==> src/hw/rtl/rsgt_pkg.sv <==
package rsgt_pkg;

   // register indexes on the csr port
   typedef enum logic [1:0] {
      REG_SAMPLE_LOW   = 2'd0,
      REG_SAMPLE_HIGH  = 2'd1,
      REG_QUIET_MS     = 2'd2,
      REG_BLOCK_LENGTH = 2'd3
   } csr_index_type;

   localparam int SAMPLE_W = 16;
   localparam int COUNT_W  = 12;
   localparam int FRAC_W   = 8;
   localparam int GATE_W   = SAMPLE_W + FRAC_W;   // q16.8
   localparam int ACC_W    = GATE_W + 4;          // 9*gate + run<<8 stays below 2^28

   localparam logic [SAMPLE_W-1:0] SAMPLE_LOW_RESET   = 16'd500;
   localparam logic [SAMPLE_W-1:0] SAMPLE_HIGH_RESET  = 16'd3500;
   localparam logic [SAMPLE_W-1:0] QUIET_MS_RESET     = 16'd20;
   localparam logic [COUNT_W-1:0]  BLOCK_LENGTH_RESET = 12'd1000;
   localparam logic [SAMPLE_W-1:0] RUN_MIN_RESET      = 16'hffff;

   // ceil(2^32 / 10); exact floor division for dividends below 2^30
   localparam int                 RECIP_W     = 29;
   localparam int                 RECIP_SHIFT = 32;
   localparam logic [RECIP_W-1:0] DIV10_RECIP = 29'd429496730;

   typedef struct packed {
      logic [SAMPLE_W-1:0] sample;
      logic [SAMPLE_W-1:0] ms_since_event;
   } req_type;

   typedef struct packed {
      logic                accepted;
      logic [SAMPLE_W-1:0] gate_min;
      logic [SAMPLE_W-1:0] gate_max;
   } rsp_type;

   typedef struct packed {
      logic [SAMPLE_W-1:0] sample_low;
      logic [SAMPLE_W-1:0] sample_high;
      logic [SAMPLE_W-1:0] quiet_ms;
      logic [COUNT_W-1:0]  block_length;
   } cfg_type;

endpackage

==> src/hw/rtl/rsgt_csr.sv <==
module rsgt_csr (
   input  logic                            clock,
   input  logic                            reset,
   input  logic                            csr_valid,
   output logic                            csr_ready,
   input  rsgt_pkg::csr_index_type         csr_index,
   input  logic [rsgt_pkg::SAMPLE_W-1:0]   csr_data,
   output rsgt_pkg::cfg_type               cfg
);

   rsgt_pkg::cfg_type cfg_ff, cfg_in;

   assign csr_ready = 1'b1;
   assign cfg       = cfg_ff;

   always_comb begin
      cfg_in = cfg_ff;
      if (csr_valid) begin
         unique case (csr_index)
            rsgt_pkg::REG_SAMPLE_LOW:   cfg_in.sample_low   = csr_data;
            rsgt_pkg::REG_SAMPLE_HIGH:  cfg_in.sample_high  = csr_data;
            rsgt_pkg::REG_QUIET_MS:     cfg_in.quiet_ms     = csr_data;
            rsgt_pkg::REG_BLOCK_LENGTH: cfg_in.block_length = csr_data[rsgt_pkg::COUNT_W-1:0];
         endcase
      end
   end

   always_ff @(posedge clock) begin
      if (reset) begin
         cfg_ff.sample_low   <= rsgt_pkg::SAMPLE_LOW_RESET;
         cfg_ff.sample_high  <= rsgt_pkg::SAMPLE_HIGH_RESET;
         cfg_ff.quiet_ms     <= rsgt_pkg::QUIET_MS_RESET;
         cfg_ff.block_length <= rsgt_pkg::BLOCK_LENGTH_RESET;
      end else begin
         cfg_ff <= cfg_in;
      end
   end

endmodule

==> config.mk <==
export PLATFORM = sky130hd
export DESIGN_NAME = rsgt_csr
export DESIGN_NICKNAME = d
export VERILOG_FILES = /design/src/hw/rtl/rsgt_pkg.sv /design/src/hw/rtl/rsgt_csr.sv
export SDC_FILE = /design/constraint.sdc
export NUM_CORES = 1
export LEC_CHECK = 0
export BUFFER_PORTS_ARGS = -buffer_cell sky130_fd_sc_hd__buf_2
export CORE_MARGIN = 8
export CORE_UTILIZATION = 49
export CTS_CLUSTER_DIAMETER = 40
export DETAILED_ROUTE_END_ITERATION = 8
export PLACE_DENSITY = 0.89
export SLEW_MARGIN = 20
export SYNTH_ARGS = -nofsm -noshare
export SYNTH_HDL_FRONTEND = slang
export SYNTH_SLANG_ARGS = --single-unit
==> constraint.sdc <==
create_clock -name clock -period 1.25 [get_ports clock]
set_input_delay 0.25 -clock clock [delete_from_list [all_inputs] [get_ports clock]]
set_output_delay 0.25 -clock clock [all_outputs]
set_load 0.1 [all_outputs]
==> impl_metrics.toml, run 1 <==
[cells_and_area]
diodes = 0
stdcell_area_um2 = 4080
syn_to_final_growth_pct = 68.9
drive_gt1_share_pct = 33.3
layout_commonest_cell = "buf_12"
layout_common_cells = "65 x buf_12, 60 x mux2i_1, 60 x dfxtp_1"
final_core_util_pct = 86.3
largest_register_ffs = 60
nFillCells = 214
final_nets = 337

[route]
avgViaCountPerCell = 5.10
firstDrtPassIters = 5
drtAntennaViolNets = 0
routed_wirelength_um = 7350
drc = 0
routedWlPerCell_um = 19.0
drt_iter0_drc = 99
vias = 1978

[min_path]
hold_class = "primary input to flop"
worstHoldEndpoint = "cfg[2]"
whs_path_depth = 3
min_from = "csr_data[2]"

[critical_path]
path_buf_inv = 1
path_max_fanout = 2
cpLargestDelayFamily = "flip-flops"
worst_path_largest_cell_delay_ns = 0.41
r2r_slack_ns = 0.42
r2r_start = "cfg[20]"
arrival_ns = 0.95
crit_chain = "buf_12"
reg2reg_depth = 2
r2r_end = "cfg[20]"
cp.required_ns = 1.00
worstSetupPathType = "flop to output port"
critPathLaunchType = "flop"
crit_path_end_kind = "output port"
slowest_stage = "dfxtp_1"

[synthesis]
synth.distinct_cells = 15
syn_nets = 252
yosysSeqAreaShare_pct = 49.8
synthMuxAreaShare_pct = 24.9
yosys_warnings = 0
synth_cells = 231
synth-simple-area-share_pct = 21.6
syn-mean-instance-area_um2 = 10.4
synth_compound_area_share_pct = 0
synth_top_family_by_area = "multiplexers"
synth_seq_cells = 60
syn_area_um2 = 2410
yosys.area_share.xor_xnor_pct = 0
synth_fa_ha_area_share_pct = 0

[clock_network]
path_clk_slew_ns = 0.07
cts_hold_buf = 0
insertion_delay_ns = 0.33
h-tree-depth = 3
cts-resized-gates = 0
clock_path_buffers = 2
post_cts_buffers = 0
numCtsBuffers = 9
cts_root_buf = "clkbuf_8"
cts.sinks = 60
cts_tree = "yes"

[floorplan]
io_pins = 82
dieArea_um2 = 7420
die_w_um = 86.2
die_h_um = 86.2
core_um2 = 4720
initial_core_util_pct = 51.1
fp-row-count = 25

[sta]
fmax_mhz = 836
drv_slew = 0
rsz0062_at_grt = "false"
fin_worst_skew_ns = 0
setup_viol = 0
min_period_ns = 1.20
finalCritPeriodShare_pct = 95.7
hold_viol = 0

[global_routing]
grt_max_degree = 48
grt-busiest-layer = "met2"
grt_pass1_wl_um = 11900
track_usage_pct = 21.3
gr-usage-met2_pct = 36.5
antenna_found_initial = 0
met3_usage_pct = 6.30
grt_use_met1_pct = 23.1
grt_overflow_total = 0
first_global_vias = 2233

[power]
pwr_density_cell_nw_per_um2 = 1240
p_leak_nw = 1.83
ir_drop_v = 0.000712

[placement]
place_area_um2 = 3850
io_buffers = 80
place.detailed.hpwl_um = 5310
place.gp.congestion = 0.787

[flow_run]
maxCapViolations = 0

[status]
outcome = "finished, final reports clean"
-- worst max path at each step --
| stage | from | endpoint | slack, ns | cells after the start |
|---|---|---|---|---|
| 5_1_grt | cfg[28] | cfg[28] | 0.02 | 1 |
| 4_1_cts | cfg[28] | cfg[28] | 0.05 | 1 |
| 3_3_place_gp | csr_index[0] | cfg[52] | 0.05 | 4 |
| 3_5_place_dp | csr_index[1] | cfg[44] | -0.006 | 5 |
| 2_1_floorplan | cfg[30] | cfg[30] | 0.01 | 2 |
| 6_report | cfg[54] | cfg[54] | 0.05 | 1 |
-- cells by family after synthesis --
logic type / Yosys count
other: 1
buffers and inverters: 16
DFF: 60
and+or+nand+nor: 94
muxes: 60
-- report_power, final --
group	switching [W]	total [W]	internal (W)
Sequential	0.0000766	0.00206	0.00198
Clock	0.000756	0.00189	0.00114
Combinational	0.000710	0.00112	0.000408
Total	0.00154	0.00507	0.00352
-- per-stage QoR --
step | hold slack (ns) | setup WS [ns] | setup TNS [ns] | std cells | total power (W)
3_5_place_dp | 0.506 | -0.00593 | -0.00725 | 372 | 0.00321
5_1_grt | 0.191 | 0.0161 | 0 | 388 | 0.00525
4_1_cts | 0.195 | 0.0479 | 0 | 388 | 0.00510
2_1_floorplan | 0.405 | 0.0109 | 0 | 231 | 0.00276
6_report | 0.202 | 0.0539 | 0 | 388 | 0.00507
3_3_place_gp | 0.494 | 0.0524 | 0 | 372 | 0.00319
-- layout make-up --
| type | instances | area (µm²) | share of cell area (%) |
|---|---|---|---|
| timing repair buffer | 90 | 1440 | 35.3 |
| clock inverter | 3 | 42.5 | 1.04 |
| clock buffer | 13 | 179 | 4.39 |
| multi-input combinational | 155 | 1130 | 27.7 |
| sequential | 60 | 1200 | 29.5 |
| tap | 67 | 83.8 | 2.06 |
-- layer usage --
layer / wire, µm / up-vias
met3: 570 / 17
met1: 2890 / 945
met4: 216 / 0
met2: 3680 / 89
li1: - / 927
met5: 0 / -
-- synth_stat cells --
library cell / instances / area, µm²
or3b_1: 1 / 8.76
dfxtp_1: 60 / 1200
buf_4: 2 / 15.0
nand2b_1: 55 / 344
nor3b_1: 1 / 7.51
nor2_1: 31 / 116
buf_2: 9 / 45.0
and3b_1: 2 / 17.5
mux2i_1: 60 / 601
conb_1: 1 / 3.75
nand3_1: 1 / 5.00
and3_1: 1 / 6.26
buf_6: 1 / 11.3
clkbuf_1: 4 / 15.0
nand3b_1: 2 / 15.0
No activity file was read; power rests on OpenSTA's default activity.
==> run 2: changes to the inputs <==
- BUFFER_PORTS_ARGS: -buffer_cell sky130_fd_sc_hd__buf_2 -> -buffer_cell sky130_fd_sc_hd__clkbuf_2
- CORE_MARGIN: 8 -> 2
==> run 2 against run 1 <==
Design area decreased by 0.58%. Combinational power about the same. Setup slack got worse by 0.029 ns. Sequential share of layout area increased by 0.20 points. Sequential cell count unchanged. Via count increased by 1.7%. Worst hold slack improved by 0.0055 ns. Clock power about the same. Global-route usage increased by 7.1 points. Clock skew unchanged. First-iteration DRC count increased by 14%. Die area decreased by 26%. Critical path type unchanged. Largest cell class unchanged.
==> impl_metrics.toml, run 2 (synthesis results as in run 1) <==
[status]
outcome = "finished, final reports clean"

[placement]
place.gp.congestion = 0.872
place_area_um2 = 3830
io_buffers = 80
place.detailed.hpwl_um = 4790
dpl.cell_count = 371

[critical_path]
r2r_start = "cfg[38]"
crit_path_end_kind = "output port"
cpLargestDelayFamily = "flip-flops"
path_max_fanout = 2
slowest_stage = "dfxtp_1"
worst_path_largest_cell_delay_ns = 0.43
crit_chain = "buf_12"
path_buf_inv = 1
path_depth = 1
worstSetupPathType = "flop to output port"
critPathLaunchType = "flop"
cp-startpoint = "cfg[38]"
cp.required_ns = 1.00
r2r_end = "cfg[38]"
reg2reg_depth = 2
r2r_slack_ns = 0.43
arrival_ns = 0.98

[floorplan]
dieArea_um2 = 5500
fp-row-count = 25
io_pins = 82
die_w_um = 74.2
core_um2 = 4720
die_h_um = 74.2
initial_core_util_pct = 51.1

[global_routing]
first_global_vias = 2108
grt_overflow_total = 0
grt_max_degree = 53
track_usage_pct = 28.4
gr-usage-met2_pct = 48.9
grt_pass1_wl_um = 11100
met3_usage_pct = 10.0
antenna_found_initial = 0
grt_use_met1_pct = 31.3
grt-busiest-layer = "met2"

[sta]
finalCritPeriodShare_pct = 98.0
fin_worst_skew_ns = 0
fin_setup_tns_ns = 0
hold_viol = 0
whs_ns = 0.207
min_period_ns = 1.23
fmax_mhz = 816
drv_slew = 0
setup_viol = 0

[min_path]
whs_path_depth = 3
hold_class = "primary input to flop"
worstHoldEndpoint = "cfg[6]"
min_from = "csr_data[6]"

[clock_network]
cts_root_buf = "clkbuf_8"
cts_hold_buf = 0
numCtsBuffers = 9
clock_path_buffers = 2
cts.sinks = 60
h-tree-depth = 3
insertion_delay_ns = 0.33
path_clk_slew_ns = 0.07
cts_tree = "yes"

[cells_and_area]
largest_register_ffs = 60
fin_cells = 387
diodes = 0
stdcell_area_um2 = 4050
layout_common_cells = "64 x buf_12, 60 x mux2i_1, 59 x dfxtp_1"
syn_to_final_growth_pct = 67.9
final_nets = 336
drive_gt1_share_pct = 33.1
layout_commonest_cell = "buf_12"

[route]
drt_iter0_drc = 113
vias = 2012
drc = 0
drtAntennaViolNets = 0
routedWlPerCell_um = 19.3
routed_wirelength_um = 7470
firstDrtPassIters = 4
avgViaCountPerCell = 5.20

[power]
p_leak_nw = 1.82
p_sw_share_pct = 31.1
p_switching_w = 0.00158
power_w = 0.00509
ir_drop_v = 0.000834
pwr_density_cell_nw_per_um2 = 1260
internal_power_w = 0.00351
pwr-share-seq_pct = 40.5
clkPwrFrac_pct = 37.6
comb_power_share_pct = 21.9

[flow_run]
maxCapViolations = 0
## run 2: worst max path at each step
stage                    to  slack (ns)
floorplan           cfg[30]        0.01
global placement    cfg[52]        0.04
detailed placement  cfg[58]       -0.02
CTS                 cfg[45]        0.01
global route        cfg[27]      -0.003
finish              cfg[38]        0.02
## run 2: routing by layer
layer / up-vias / wire length, µm
met4: 0 / 173
met5: - / 0
li1: 919 / -
met3: 20 / 538
met2: 100 / 3960
met1: 973 / 2800
## run 2: stage by stage
| step | setup slack [ns] | util (%) |
|---|---|---|
| after floorplan | 0.0109 | - |
| after global placement | 0.0380 | 81.2 |
| after detailed placement | -0.0192 | 81.2 |
| after CTS | 0.0132 | 85.7 |
| after global routing | -0.00259 | 85.8 |
| final | 0.0246 | 85.8 |
## run 2: what timing repair did
action / CTS / global route
setup endpoints to repair: 0 / 1
resized for setup: 0 / 1
setup buffers: 0 / 0
## run 2: area by class of cell
type | count | area (µm²)
multi-input cells | 155 | 1130
repair buffers | 89 | 1420
clock buffers | 10 | 128
fillers | 204 | 672
well taps | 67 | 83.8
flip-flops and latches | 60 | 1200
clock inverters | 6 | 88.8
## run 2: power by group through the flow
| stage | clock [W] | combinational [W] | sequential, W |
|---|---|---|---|
| 4_1_cts | 0.00194 | 0.00111 | 0.00206 |
| 3_5_place_dp | 0 | 0.00110 | 0.00210 |
| 2_1_floorplan | 0 | 0.000218 | 0.00255 |
| 6_report | 0.00191 | 0.00111 | 0.00206 |
| 3_3_place_gp | 0 | 0.00108 | 0.00210 |
| 5_1_grt | 0.00207 | 0.00114 | 0.00207 |
==> run 3: changes to the inputs <==
- CELL_PAD_IN_SITES_DETAIL_PLACEMENT: default -> 1
- CELL_PAD_IN_SITES_GLOBAL_PLACEMENT: default -> 1
- CORE_UTILIZATION: 49 -> 37
==> run 3 against run 2 <==
Die area increased by 31%. Setup slack improved by 0.037 ns. Sequential power about the same. Wire length decreased by 6.9%. First-iteration DRC count decreased by 50%. Clock power decreased by 23%. Combinational power about the same. Non-clock buffer count increased by 1.
==> impl_metrics.toml, run 3 (synthesis results as in run 1) <==
[sta]
rsz0062_at_grt = "false"
finalCritPeriodShare_pct = 95.1
hold_viol = 0
fmax_mhz = 841
whs_ns = 0.196
setup_viol = 0
fin_worst_skew_ns = 0
worst_slack_ns = 0.0612
drv_slew = 0
min_period_ns = 1.19

[critical_path]
worstSetupPathType = "flop to output port"
arrival_ns = 0.94
cp.required_ns = 1.00
cpLargestDelayFamily = "flip-flops"
path_max_fanout = 2
crit_chain = "buf_12"
worst_path_largest_cell_delay_ns = 0.41
critPathLaunchType = "flop"
path_buf_inv = 1
crit_path_end_kind = "output port"
slowest_stage = "dfxtp_1"

[route]
vias = 1902
routed_wirelength_um = 6960
drtAntennaViolNets = 0
firstDrtPassIters = 4
routedWlPerCell_um = 17.5
avgViaCountPerCell = 4.78
drt_iter0_drc = 57
drc = 0

[clock_network]
path_clk_slew_ns = 0.06
insertion_delay_ns = 0.33
numCtsBuffers = 9
cts.sinks = 60
clock_path_buffers = 2
post_cts_buffers = 0
cts_tree = "yes"
cts_hold_buf = 0
cts_root_buf = "clkbuf_8"
cts-resized-gates = 0
h-tree-depth = 3

[placement]
io_buffers = 80
place.gp.congestion = 0.736
place_area_um2 = 3840
place.detailed.hpwl_um = 5230
dpl_worst_slack_ns = -0.0182

[global_routing]
antenna_found_initial = 0
track_usage_pct = 20.5
grt_pass1_wl_um = 11200
grt_overflow_total = 0
grt_max_degree = 48
first_global_vias = 2174

[floorplan]
die_h_um = 84.7
die_w_um = 84.7
initial_core_util_pct = 38.2
core_um2 = 6310
dieArea_um2 = 7180
io_pins = 82
fp-row-count = 29

[power]
p_leak_nw = 1.80
ir_drop_v = 0.000716
pwr_density_cell_nw_per_um2 = 1160

[cells_and_area]
syn_to_final_growth_pct = 66.0
stdcell_area_um2 = 4000
diodes = 0
multi_input_area_um2 = 1130
largest_register_ffs = 60
drive_gt1_share_pct = 32.1
layout_common_cells = "63 x buf_12, 60 x mux2i_1, 60 x dfxtp_1"
layout_commonest_cell = "buf_12"
nFillCells = 640
final_nets = 337
regArea_um2 = 1200

[min_path]
hold_class = "primary input to flop"

[flow_run]
maxCapViolations = 0

[status]
outcome = "finished, final reports clean"
==> run 3: cell types whose count changed in the layout (fill, tap and decap cells not counted), moves of 2 or more <==
cell | previous run | this run
buf_4 | 5 | 7
bufinv_16 | 2 | 0
clkbuf_1 | 1 | 4
clkinvlp_4 | 2 | 0
==> run 3: through the flow <==
stage / utilization, % / instances / total power, W / TNS, ns
floorplan: - / 231 / 0.00276 / 0
global placement: 60.8 / 382 / 0.00318 / 0
detailed placement: 60.8 / 382 / 0.00321 / -0.0553
CTS: 63.4 / 398 / 0.00469 / 0
global route: 63.4 / 398 / 0.00482 / 0
finish: 63.4 / 398 / 0.00464 / 0
==> run 3: where the power goes <==
group | internal, W | switching, W
Combinational | 0.000401 | 0.000701
Clock | 0.000769 | 0.000705
Sequential | 0.00198 | 0.0000768
==> run 3: final cells by class <==
cell class,count,area share [%]
sequential,60,30.0
clock inverter,2,0.250
tap,77,2.41
multi-input combinational,155,28.2
timing repair buffer,90,35.3
clock buffer,14,3.81
==> run 3: worst paths after layout <==
path	from	to	slack, ns	depth (start not counted)
setup / recovery	cfg[53]	cfg[53]	0.06	1
setup reg to reg	cfg[55]	cfg[55]	0.49	2
hold / removal	csr_data[7]	cfg[19]	0.20	3
hold reg to reg	cfg[41]	cfg[41]	0.52	2
==> run 3: layer usage <==
| metal | part of all wire (%) | global-route usage, % | vias to the layer above |
|---|---|---|---|
| met5 | 0 | 0 | - |
| met4 | 2.0 | 8.37 | 0 |
| met3 | 5.2 | 6.59 | 11 |
| met2 | 53 | 36.1 | 55 |
| met1 | 40 | 22.7 | 909 |
| li1 | - | - | 927 |
